**src/hw/rtl/pnz_pkg.sv**
```systemverilog
`timescale 1ns / 1ps
`default_nettype none

package pnz_pkg;

  // fixed field widths
  localparam int COORD_W    = 24;
  localparam int PERM_W     = 8;
  localparam int PERM_AW    = 8;
  localparam int PERM_DEPTH = 256;
  localparam int OUT_W      = 16;
  localparam int AMP_W      = 17;
  localparam int PERS_W     = 16;
  localparam int OCT_CNT_W  = 4;
  localparam int OCT_IDX_W  = 4;
  localparam int STEP_W     = 4;
  localparam int CFG_IDX_W  = 1;
  localparam int CFG_DATA_W = 16;

  localparam logic [AMP_W-1:0]  AMP_ONE = 17'h10000;
  localparam logic [OUT_W-1:0]  OUT_MAX = 16'hFFFF;
  localparam logic [PERS_W-1:0] PERS_RESET = 16'h8000;
  localparam logic [OCT_CNT_W-1:0] OCT_CNT_RESET = 4'd1;

  // transaction modes
  localparam logic MODE_WRITE = 1'b0;
  localparam logic MODE_EVAL  = 1'b1;

  // register indexes
  localparam logic [CFG_IDX_W-1:0] REG_OCTAVE_COUNT = 1'b0;
  localparam logic [CFG_IDX_W-1:0] REG_PERSISTENCE  = 1'b1;

  // gradient selection codes
  localparam logic [3:0] GRAD_U_FROM_Y = 4'd8;
  localparam logic [3:0] GRAD_V_FROM_Y = 4'd4;
  localparam logic [3:0] GRAD_V_X_A    = 4'd12;
  localparam logic [3:0] GRAD_V_X_B    = 4'd14;

  typedef struct packed {
    logic               mode;
    logic [PERM_W-1:0]  perm_index;
    logic [PERM_W-1:0]  perm_value;
    logic [COORD_W-1:0] coord_x;
    logic [COORD_W-1:0] coord_y;
    logic [COORD_W-1:0] coord_z;
  } pnz_in_t;

  typedef struct packed {
    logic [OUT_W-1:0] noise_value;
  } pnz_out_t;

  // one octave travelling down the pipeline
  typedef struct packed {
    logic                 valid;
    logic                 last;
    logic [OCT_IDX_W-1:0] octave;
    logic [AMP_W-1:0]     amp;
  } pnz_issue_t;

  typedef struct packed {
    logic               we;
    logic [PERM_AW-1:0] addr;
    logic [PERM_W-1:0]  data;
  } pnz_perm_wr_t;

  typedef struct packed {
    logic req_ready;
    logic res_valid;
  } pnz_div_stat_t;

endpackage

`default_nettype wire

```
**src/hw/rtl/pnz_divider.sv**
```systemverilog
`timescale 1ns / 1ps
`default_nettype none

module pnz_divider #(
  parameter int NUM_W = 48,
  parameter int DEN_W = 38
) (
  input  logic                          clk,
  input  logic                          rst_n,
  input  logic                          req_valid,
  input  logic signed [NUM_W-1:0]       num,
  input  logic [DEN_W-1:0]              den,
  input  logic                          res_ready,
  output pnz_pkg::pnz_div_stat_t        stat,
  output logic [pnz_pkg::OUT_W-1:0]     quot
);

  localparam int RW = ((NUM_W > DEN_W) ? NUM_W : DEN_W) + 1;
  localparam logic [1:0] ST_IDLE = 2'd0;
  localparam logic [1:0] ST_RUN  = 2'd1;
  localparam logic [1:0] ST_DONE = 2'd2;

  logic [1:0]                  state_r, state_nxt;
  logic [pnz_pkg::STEP_W-1:0]  step_r, step_nxt;
  logic [RW-1:0]               rem_r, rem_nxt;
  logic [RW-1:0]               den_r, den_nxt;
  logic [pnz_pkg::OUT_W-1:0]   q_r, q_nxt;
  logic [RW-1:0]               num_u;
  logic [RW-1:0]               rem2;

  assign num_u = RW'(num[NUM_W-2:0]);
  assign rem2  = {rem_r[RW-2:0], 1'b0};

  // restoring division, one quotient bit per cycle
  always_comb begin
    state_nxt = state_r;
    step_nxt  = step_r;
    rem_nxt   = rem_r;
    den_nxt   = den_r;
    q_nxt     = q_r;
    case (state_r)
      ST_IDLE: begin
        if (req_valid) begin
          den_nxt  = RW'(den);
          rem_nxt  = num_u;
          step_nxt = '0;
          q_nxt    = '0;
          if (num[NUM_W-1] || num == '0) begin
            state_nxt = ST_DONE;
          end else if (num_u >= RW'(den)) begin
            q_nxt     = pnz_pkg::OUT_MAX;
            state_nxt = ST_DONE;
          end else begin
            state_nxt = ST_RUN;
          end
        end
      end
      ST_RUN: begin
        if (rem2 >= den_r) begin
          rem_nxt = rem2 - den_r;
          q_nxt   = {q_r[pnz_pkg::OUT_W-2:0], 1'b1};
        end else begin
          rem_nxt = rem2;
          q_nxt   = {q_r[pnz_pkg::OUT_W-2:0], 1'b0};
        end
        step_nxt = step_r + 1'b1;
        if (step_r == '1) begin
          state_nxt = ST_DONE;
        end
      end
      ST_DONE: begin
        if (res_ready) begin
          state_nxt = ST_IDLE;
        end
      end
      default: begin
        state_nxt = ST_IDLE;
      end
    endcase
  end

  always_ff @(posedge clk) begin
    if (!rst_n) begin
      state_r <= ST_IDLE;
    end else begin
      state_r <= state_nxt;
    end
  end

  always_ff @(posedge clk) begin
    step_r <= step_nxt;
    rem_r  <= rem_nxt;
    den_r  <= den_nxt;
    q_r    <= q_nxt;
  end

  assign stat.req_ready = (state_r == ST_IDLE);
  assign stat.res_valid = (state_r == ST_DONE);
  assign quot           = q_r;

endmodule

`default_nettype wire
```
**config.mk**
```make
export PLATFORM = sky130hd
export DESIGN_NAME = pnz_divider
export DESIGN_NICKNAME = d
export VERILOG_FILES = /design/src/hw/rtl/pnz_pkg.sv /design/src/hw/rtl/pnz_divider.sv
export SDC_FILE = /design/constraint.sdc
export NUM_CORES = 1
export LEC_CHECK = 0
export BUFFER_PORTS_ARGS = -buffer_cell sky130_fd_sc_hd__buf_2
export CORE_MARGIN = 8
export CORE_UTILIZATION = 59
export DETAILED_ROUTE_END_ITERATION = 10
export PLACE_DENSITY = 0.81
export SYNTH_ARGS = -nofsm -noshare
export SYNTH_HDL_FRONTEND = slang
export SYNTH_SLANG_ARGS = --single-unit
```
**constraint.sdc**
```tcl
create_clock -name clk -period 5 [get_ports clk]
set_clock_uncertainty 0.2 [all_clocks]
set_input_delay 0.25 -clock clk [delete_from_list [all_inputs] [get_ports clk]]
set_output_delay 0.25 -clock clk [all_outputs]
set_load 0.02 [all_outputs]
```
==> results by group, run 1 <==
Global route
  • Largest net degree at the start of global routing: 49
  • Grt ovf: 0
  • Global-route wire length before repair: around 38,000 um
  • Vias in the first global route: ~7,500
  • Global Route Usage Sum: 25.9%
  • Initial antenna violation count: 0

Detailed routing
  • DRT Wirelength: 23,200 um
  • Drt wl/cell: ~19 um
  • Vias/cell: between 6 and 7
  • Post-route ant nets: 0
  • Starting DRT DRC Count: ~620
  • TritonRoute pass-1 iters: 5
  • Residual DRC: 0
  • Vias: about 7,400

Clock tree
  • Postcts setup bufs: 0
  • Root Driver: clkbuf_16
  • Clock net sink count: about 110
  • CTS tree: done
  • CTS Buffer Depth: 2
  • CTS H-tree lvls: 3
  • Clock-pin slew on the worst setup and hold paths: roughly 0.090 ns
  • Total CTS buffers: 9
  • Clk Latency, worst-skew pair: 0.37 ns

Synth
  • Synth top area share: a little under two fifths
  • Synth Instances: roughly 920
  • Synth top cells by count: 106 x edfxtp_1, 105 x nand2_1, 88 x inv_1
  • Yosys warns: 0
  • Sequential fraction of the synthesis area: 38.8%
  • Yosys top cell by area: edfxtp_1
  • Async SR Flop Fraction: 0%
  • FF+latch count, synth: ~110
  • Post-Syn Area: approximately 0.0083 mm^2
  • Ys flop type: edfxtp_1
  • Post-synth EDFFs: approximately 110
  • Syn_area_per_cell: about 9.1 um^2
  • Mapped Nets: 1,083
  • Netlist cell types: 74
  • Synth top area cells: edfxtp_1 38%, ha_1 12%, a21oi_1 5.2%, nand2_1 4.7%, a21o_1 4.0%
  • Most common cell in the synthesized netlist: edfxtp_1

Min path
  • Worst hold path type: in -> reg

Die
  • Ports: roughly 110
  • Die Width: around 130 um
  • Starting Density: approximately 60%
  • Row cnt: between 40 and 50
  • Die H: about 130 um
  • Die area: 0.0181 mm^2
  • Core Region: approximately 0.014 mm^2

STA
  • Max Clk Rate: between 0.2 and 0.3 GHz
  • Final TNS setup: 0 ns
  • Final Cycle Share: between 70% and 80%
  • Fin. Hold Viols: 0
  • Rel. slew slack: about 33%
  • Worst-Margin Slew: 1.00 ns
  • Number of max-slew violations in the final report: 0
  • RSZ-0062 raised after global routing: false
  • Final setup fails: 0
  • Final min period: 3.85 ns

Cells and area
  • Layout cells sized above 1: about 15%
  • Area growth, synth to finish: 17.1%
  • Post-Layout Inst Area: 0.00974 mm^2
  • # diodes: 0
  • # nets final: 1,215

Run
  • Max Cap Violations: 0

Setup path
  • Worst path cell trace: ha_1, a211oi_2, nor2_1, o41ai_1, nand3_1, o21a_4, a21oi_4, buf_4, or3_1, or3_1, nand3_1
  • R2R setup slack: ~1.1 ns
  • Worst Path Required: between 4 and 5 ns
  • Crit path capture type: register
  • WP data arrival: between 3 and 4 ns
  • CP max-delay cell: a21oi_4
  • Cell family with most CP delay: compound AO/OA/AOI/OAI gates
  • Slowest cell delay on critical path: between 0.5 and 0.6 ns
  • Crit-path max FO: 23
  • CP startpoint kind: register
  • Buf/Inv on CP: 1
  • WS Path Type: reg -> reg

Placed design
  • Final Wtd Congestion: 0.960
  • DP HPWL: between 15,000 and 20,000 um
  • IO Port Bufs: about 110
  • Post-DP Area: around 0.0090 mm^2

Power
  • Leakage Power: about 4.3 nW
  • Switching share of power: 33.0%
  • Sequential share of power: between 40 and 50%
  • Clk pwr share: roughly 30%
  • Comb pwr share: a little over a quarter
  • Psw: approximately 840 uW
  • Cell-internal power: around 1.7 mW
  • Peak supply drop: approximately 0.26 mV
  • PD cells: 261 mW/mm^2

Run status
  • Status: finished clean
[final timing paths]
check,end,from,cells after the start
worst max-delay path,rem_r[44],rem_r[13],11
worst min-delay path,rem_r[39],num[39],3
worst max register to register,rem_r[44],rem_r[13],11
worst min register to register,quot[10],quot[9],1
[cell type report]
cell class              instances  area, um^2
well taps                     180         225
fillers                      1076        4090
inverters                      89         334
multi-input cells             681        4600
flip-flops and latches        108        3220
repair buffers                158        1030
clock inverters                 7        93.8
clock buffers                   9         225
[sequential cells by signal (all words and copies together), names as in the netlist]
name	cells
rem_r	48
den_r	38
quot	16
step_r	4
state_r	2
[logic make-up after synthesis]
logic type / after synthesis / synth area share [%]
compound gates: 267 / 21.2
buf+inv: 126 / 6.09
flops: 108 / 38.8
simple gates: 292 / 17.5
xor+xnor: 42 / 4.42
mux: 2 / 0.256
fa+ha+maj: 78 / 11.8
[timing repair]
action                                 4_1_cts  5_1_grt
endpoints found under the hold margin       46        0
gates resized for setup                      0        0
hold buffers                                45        0
[power groups by stage]
stage | Clock [mW] | Sequential [mW] | Combinational, mW
final | 0.760 | 1.09 | 0.686
after global routing | 0.794 | 1.10 | 0.756
after CTS | 0.761 | 1.09 | 0.676
after detailed placement | 0 | 1.11 | 0.643
after global placement | 0 | 1.11 | 0.635
after floorplan | 0 | 1.11 | 0.455
[cells in the final DEF (no fill, tap or decap), drive strengths merged, types with 5 or more instances in the layout]
cell and count:
a31oi 26, and3 7, edfxtp 106, nor2 64
xnor2 20, ha 77, xor2 22, clkbuf 9
nand3 23, a21oi 88, o211ai 12, nand4 21
o21bai 9, o21ai 46, clkinv 5, nor3 17
dlygate4sd3 45, nor4 15, buf 113, inv 91
nand2 106, o21a 6, or3 9, a21o 44
nor2b 10
[per-stage QoR]
stage	utilization, %	total power [mW]	hold slack (ns)	worst slack (ns)	std cells
floorplan	-	1.57	0.149	0.971	915
global placement	64.9	1.74	0.241	1.33	1171
detailed placement	64.9	1.75	0.242	1.23	1171
CTS	70.4	2.53	0.00369	1.20	1232
global route	70.4	2.65	0.0372	0.991	1232
finish	70.4	2.54	0.0153	1.15	1232
[worst min-delay path: cells and delay by family]
family / cells / cell delay, ns
AO/OA/AOI/OAI: 1 / 0.07
buffers and inverters: 1 / 0.10
AND/OR/NAND/NOR: 1 / 0.05
[layer usage]
| metal | track usage, % | routed length (um) | up-vias | share of wire, % |
|---|---|---|---|---|
| li1 | - | - | 3610 | - |
| met1 | 33.7 | 10100 | 3507 | 43 |
| met2 | 41.9 | 10800 | 285 | 47 |
| met3 | 5.24 | 1670 | 40 | 7.2 |
| met4 | 9.42 | 614 | 0 | 2.6 |
| met5 | 0 | 0 | - | 0 |
Power figures use the tool's default switching activity.
==> inputs of run 2 (changes only) <==
ABC_AREA = 1   (was not set)
CORE_UTILIZATION = 60   (was 59)
clock period = 3.6 ns   (was 5 ns; I/O delays follow)
==> run 2 against run 1 <==
  * Worst setup slack worse by 0.85 ns
  * Synthesized area up 17%
  * Design area rose by 20%
  * Register-to-register slack worse by 0.85 ns
  * Hold slack worse by 0.0094 ns
  * Largest power group is now combinational cells
==> results by group, run 2 <==
Run status
  • Status: finished clean

STA
  • RSZ-0062 raised after global routing: false
  • Number of max-slew violations in the final report: 0
  • Hold Worst Slack: 0.00590 ns
  • Worst-Margin Slew: 1.13 ns
  • Final Cycle Share: roughly 90%
  • Final min period: around 3.3 ns
  • Max Clk Rate: around 0.30 GHz
  • Rel. slew slack: approximately 24%
  • Final TNS setup: 0 ns
  • Final WS setup: between 0.2 and 0.3 ns
  • Fin. Hold Viols: 0
  • Final setup fails: 0

Cells and area
  • Biggest register: rem_r
  • Layout cells sized above 1: under 10%
  • Seq. cell area: ~0.0032 mm^2
  • Finished Layout Cells: about 1,900
  • Fillcell total: around 1,200
  • Multi-input gate area in the final layout: roughly 0.0053 mm^2
  • Post-Layout Inst Area: 0.0117 mm^2
  • Area growth, synth to finish: 19.9%
  • Max reg flops: 48
  • Commonest cells after routing, fill and taps aside: 560 x nand2_1, 280 x inv_1, 110 x nor2_1, 107 x buf_2, 106 x edfxtp_1
  • # nets final: about 1,800
  • Commonest non-fill, non-tap cell in the layout: nand2_1

Global route
  • Grt ovf: 0
  • Global Route Usage Sum: around 36%
  • Initial antenna violation count: 0
  • Largest net degree at the start of global routing: 82
  • Vias in the first global route: between 10,000 and 15,000
  • Global-route wire length before repair: between 50,000 and 60,000 um

Synth
  • Yosys top cell by area: edfxtp_1
  • FF+latch count, synth: 108
  • Async SR Flop Fraction: 0%
  • Synth Instances: around 1,500
  • Most common cell in the synthesized netlist: nand2_1
  • Synth top area share: about a third
  • Synth top cells by count: 560 x nand2_1, 280 x inv_1, 112 x nor2_1
  • Yosys warns: 0
  • Post-synth EDFFs: approximately 110
  • Syn_area_per_cell: 6.55 um^2
  • Mapped Nets: about 1,700
  • Ys flop type: edfxtp_1
  • Synth top area cells: edfxtp_1 33%, nand2_1 22%, inv_1 11%, ha_1 9.9%, nand3_1 5.4%
  • Sequential fraction of the synthesis area: about a third
  • Netlist cell types: 35
  • Post-Syn Area: between 0.009 and 0.01 mm^2

Setup path
  • R2R Path End: rem_r[9]
  • R2R setup slack: 0.30 ns
  • Crit path capture type: register
  • Reg2reg path depth: 15
  • Cell family with most CP delay: simple AND/OR/NAND/NOR gates
  • CP endpoint: rem_r[9]
  • Crit path launch: rem_r[2]
  • Worst Path Required: 3.48 ns
  • CP startpoint kind: register
  • WP depth: 15
  • Worst path cell trace: ha_1, nand2_1, nor2_1, nand2_1, nand3_2, nand2_1, nand2_2, nand2_1, nand2_1, nand2_2, nand2_2, buf_4, nand2_1, nand3_1, o21ai_0
  • Reg2Reg Launch Point: rem_r[2]
  • Buf/Inv on CP: 1
  • Crit-path max FO: 19
  • WP data arrival: between 3 and 4 ns
  • WS Path Type: reg -> reg
  • Most frequent CP cell: nand2_1
  • CP max-delay cell: edfxtp_1
  • Slowest cell delay on critical path: around 0.42 ns

Run
  • Max Cap Violations: 0

Detailed routing
  • TritonRoute pass-1 iters: 6
  • Starting DRT DRC Count: ~1,300
  • DRT Wirelength: between 30,000 and 40,000 um
  • Residual DRC: 0
  • Vias: roughly 11,000
  • Vias/cell: approximately 5.7
  • Post-route ant nets: 0
  • Drt wl/cell: 19.5 um

Clock tree
  • Clock-pin slew on the worst setup and hold paths: ~0.09 ns
  • CTS-repair resized insts: 0
  • CTS tree: done
  • CTS H-tree lvls: 3
  • Clk Latency, worst-skew pair: 0.38 ns
  • Clock net sink count: 108
  • Total CTS buffers: 9
  • Root Driver: clkbuf_16
  • CTS Buffer Depth: 2

Die
  • Row cnt: 46
  • Starting Density: between 60 and 70%
  • Die Width: about 140 um
  • Ports: around 110
  • Core Region: 0.0159 mm^2
  • Die H: 143 um
  • Die area: 0.0205 mm^2

Placed design
  • Setup WS pre-CTS: around 0.41 ns
  • Placed insts: between 1,500 and 2,000
  • IO Port Bufs: 107
  • Final Wtd Congestion: 0.980
  • DP HPWL: 25,700 um
  • Post-DP Area: between 0.01 and 0.015 mm^2

Power
  • Comb pwr share: roughly 45%
  • Sequential share of power: 33.4%
  • Switching share of power: 43.9%
  • Clk pwr share: 21.5%
  • PD cells: 441 mW/mm^2
  • Cell-internal power: approximately 2.9 mW
  • Peak supply drop: roughly 0.29 mV
  • Psw: 2.26 mW
  • Leakage Power: 6.18 nW

Min path
  • Worst hold path type: in -> reg
==> run 2: cell types whose count changed in the layout (fill, tap and decap cells not counted), sizes merged, moves of 11 or more <==
cell,change
nor2,+52
inv,+202
xor2,-20
a31oi,-26
a21o,-43
o211ai,-11
nand3,+82
o21ai,-13
nand3b,+18
a21oi,-27
nand2,+458
dlygate4sd3,+37
==> run 2: routing by layer <==
layer / up-vias / track usage, % / part of all wire (%)
li1: 5042 / - / -
met1: 4861 / 45.6 / 39
met2: 800 / 59.0 / 45
met3: 134 / 8.26 / 11
met4: 0 / 15.4 / 4.7
met5: - / 0 / 0
==> run 2: worst min path at each step <==
stage	depth (start not counted)	from	endpoint
6_report	3	num[8]	rem_r[8]
5_1_grt	3	num[8]	rem_r[8]
4_1_cts	3	num[8]	rem_r[8]
3_5_place_dp	1	den[15]	den_r[15]
3_3_place_gp	1	den[2]	den_r[2]
2_1_floorplan	0	den[0]	den_r[0]
==> run 2: worst register-to-register path, stage by stage (launching register included) <==
cell,delay (ns)
edfxtp_1,0.42
ha_1,0.40
nand2_1,0.14
nor2_1,0.14
nand2_1,0.07
nand3_2,0.12
nand2_1,0.08
nand2_2,0.14
nand2_1,0.07
nand2_1,0.19
nand2_2,0.09
nand2_2,0.37
buf_4,0.32
nand2_1,0.09
nand3_1,0.07
o21ai_0,0.11
==> run 2: cell families after synthesis <==
logic type / after synthesis / share of synthesized area (%)
flops: 108 / 33.1
fa+ha+maj: 78 / 10.1
buf+inv: 313 / 12.4
simple gates: 861 / 36.9
xor+xnor: 23 / 2.07
compound gates: 101 / 5.36
==> run 2: area by class of cell <==
type                    instances  share of cell area, %
flip-flops and latches        108                   27.7
clock buffers                   9                   1.93
clock inverters                 7                  0.784
diodes                          1                 0.0215
well taps                     216                   2.32
inverters                     291                   9.37
multi-input cells            1063                   45.6
repair buffers                199                   12.3
==> run 2: power by group through the flow <==
stage / Combinational, mW / Clock (mW) / Sequential, mW
2_1_floorplan: 1.45 / 0 / 1.75
3_3_place_gp: 2.08 / 0 / 1.72
3_5_place_dp: 2.12 / 0 / 1.73
4_1_cts: 2.21 / 1.10 / 1.71
5_1_grt: 2.53 / 1.14 / 1.73
6_report: 2.32 / 1.11 / 1.72
==> run 2: timing repair <==
item / 4_1_cts / 5_1_grt
hold buffers: 82 / 0
buffers inserted: 0 / 0
endpoints found under the hold margin: 81 / 0
==> run 2: per-stage QoR <==
stage | power, mW | utilization [%]
global route | 5.40 | 73.4
finish | 5.15 | 73.4
CTS | 5.01 | 73.4
floorplan | 3.20 | -
global placement | 3.81 | 66.2
detailed placement | 3.85 | 66.2
==> inputs of run 3 (changes only) <==
CORE_MARGIN = 1   (was 8)
CORE_UTILIZATION = 55   (was 60)
PLACE_DENSITY = 0.79   (was 0.81)
clock period = 2.92 ns   (was 3.6 ns; I/O delays follow)
==> run 3 against run 2 <==
  * Register-to-register slack lost 0.23 ns
  * Non-clock buffer count increased by 18
  * Critical path type unchanged
  * Largest cell class unchanged
  * Via count down 1.8%
  * Final cell count increased by 1.4%
  * Hold slack got worse by 0.0030 ns
  * Combinational power up 27%
  * First-iteration DRC count fell by 15%
  * Clock power increased by 22%
  * Sequential share of layout area fell by 0.89 points
  * Worst setup slack got worse by 0.23 ns
  * Fmax rose by 16%
  * Count of clock-buffer cells in the layout is the same
==> results by group, run 3 (same netlist as run 2, synthesis figures left out) <==
Run status
  • Status: finished clean

Detailed routing
  • DRT Wirelength: between 30,000 and 40,000 um
  • Starting DRT DRC Count: 1,107
  • Residual DRC: 0
  • Drt wl/cell: around 18 um
  • TritonRoute pass-1 iters: 6
  • Vias: 10,600
  • Post-route ant nets: 0
  • Vias/cell: 5.54

Global route
  • Vias in the first global route: 9,923
  • Largest net degree at the start of global routing: roughly 80
  • Grt ovf: 0
  • Global-route wire length before repair: between 50,000 and 60,000 um
  • Global Route Usage Sum: between 30% and 40%
  • Initial antenna violation count: 0

Cells and area
  • Fillcell total: 1,446
  • Commonest non-fill, non-tap cell in the layout: nand2_1
  • # nets final: 1,858
  • Max reg flops: 48
  • Commonest cells after routing, fill and taps aside: 557 x nand2_1, 280 x inv_1, 107 x nor2_1, 107 x buf_2, 106 x edfxtp_1
  • # diodes: 0
  • Area growth, synth to finish: 23.9%
  • Biggest register: rem_r
  • Layout Utilization: a little over two thirds
  • Layout cells sized above 1: a little under an eighth

STA
  • Final min period: approximately 2.9 ns
  • Max Clk Rate: between 0.3 and 0.4 GHz
  • RSZ-0062 raised after global routing: false
  • Rel. slew slack: about 51%
  • Worst-Margin Slew: between 0.7 and 0.8 ns
  • Final setup fails: 0
  • Fin. Hold Viols: 0
  • Final TNS setup: 0 ns
  • Final Cycle Share: 97.7%
  • Number of max-slew violations in the final report: 0

Min path
  • Worst hold path type: in -> reg

Placed design
  • DP HPWL: 25,400 um
  • IO Port Bufs: ~110
  • Final Wtd Congestion: ~1

Setup path
  • WP data arrival: between 2 and 3 ns
  • WS Path Type: reg -> reg
  • CP max-delay cell: edfxtp_1
  • CP startpoint kind: register
  • Most frequent CP cell: nand2_1
  • Slowest cell delay on critical path: 0.40 ns
  • Worst Path Required: between 2 and 3 ns
  • Crit-path max FO: 17
  • Worst path cell trace: inv_1, ha_1, ha_1, nand2_1, nor2_1, nand3_1, nor2_1, nand2_1, nand3_1, nor2_4, nand2_4, buf_6, nand3_1, nand2_1, nand2_1
  • Crit path capture type: register

Power
  • PD cells: around 530 mW/mm^2
  • Peak supply drop: 0.436 mV
  • Leakage Power: roughly 6.3 nW

Clock tree
  • CTS Buffer Depth: 2
  • Root Driver: clkbuf_16
  • Postcts setup bufs: 0
  • CTS tree: done
  • CTS H-tree lvls: 3
  • Clock-pin slew on the worst setup and hold paths: 0.08 ns
  • Clock net sink count: about 110
  • Clk Latency, worst-skew pair: approximately 0.37 ns
  • Total CTS buffers: 9

Die
  • Die area: around 0.018 mm^2
  • Die Width: 135 um
  • Core Region: 0.0173 mm^2
  • Ports: about 110
  • Die H: 135 um
  • Starting Density: between 50% and 60%
  • Row cnt: 48

Run
  • Max Cap Violations: 0
## run 3: changes by cell type in the layout (fill, tap and decap cells not counted), moves of 2 or more
cell	before	now
a21oi_1	60	55
a21oi_2	0	5
buf_12	0	2
buf_4	10	18
buf_6	0	2
dlygate4sd3_1	82	87
ha_1	77	65
ha_2	0	2
ha_4	0	10
nand2_1	560	557
nand2_4	0	2
nor2_1	110	107
nor2_2	3	6
## run 3: worst max-delay path: cells and delay by family (launching register included)
kind | cells | cell delay [ns]
fa+ha+maj | 2 | 0.49
buf+inv | 2 | 0.27
flops | 1 | 0.40
simple gates | 11 | 1.24
## run 3: final timing paths
check	end	start	depth (start not counted)	slack, ns
worst max-delay path	rem_r[34]	den_r[1]	15	0.07
worst min-delay path	state_r[0]	num[47]	6	0.003
worst max register to register	rem_r[34]	den_r[1]	15	0.07
worst min register to register	quot[3]	quot[2]	2	0.37
## run 3: layer usage
metal	up-vias	part of all wire [%]	global-route usage (%)
met1	4827	42	52.1
met2	649	45	60.7
li1	5081	-	-
met5	-	0	0
met4	0	3.7	16.6
met3	89	10	5.71
## run 3: repair_timing
action,CTS,global route
hold buffers,88,0
gates resized for setup,0,28
setup endpoints to repair,0,50
endpoints found under the hold margin,85,0
## run 3: through the flow
step	instances	setup slack, ns	total power, mW	hold WS [ns]	cell area, um^2
floorplan	1484	-0.134	3.94	0.0449	9730
global placement	1816	0.0801	4.74	0.138	10600
detailed placement	1816	0.0804	4.78	0.140	10600
CTS	1920	0.0682	6.22	0.0435	11800
global route	1920	0.000939	6.75	0.0631	12000
finish	1920	0.0664	6.41	0.00293	12000
## run 3: power by group
group / leakage (nW) / internal, mW / switching, mW / total (mW)
Clock: 0.158 / 0.695 / 0.659 / 1.35
Sequential: 1.04 / 1.99 / 0.128 / 2.12
Combinational: 5.10 / 1.02 / 1.91 / 2.94
Total: 6.30 / 3.71 / 2.70 / 6.41
## run 3: layout make-up
type | instances | area [um^2] | share of cell area, %
Multi-Input combinational cell | 1063 | 5490 | 45.6
Sequential cell | 108 | 3220 | 26.8
Timing Repair Buffer | 217 | 1630 | 13.5
Inverter | 291 | 1090 | 9.07
Tap cell | 225 | 282 | 2.34
Clock buffer | 9 | 225 | 1.87
Clock inverter | 7 | 100 | 0.831
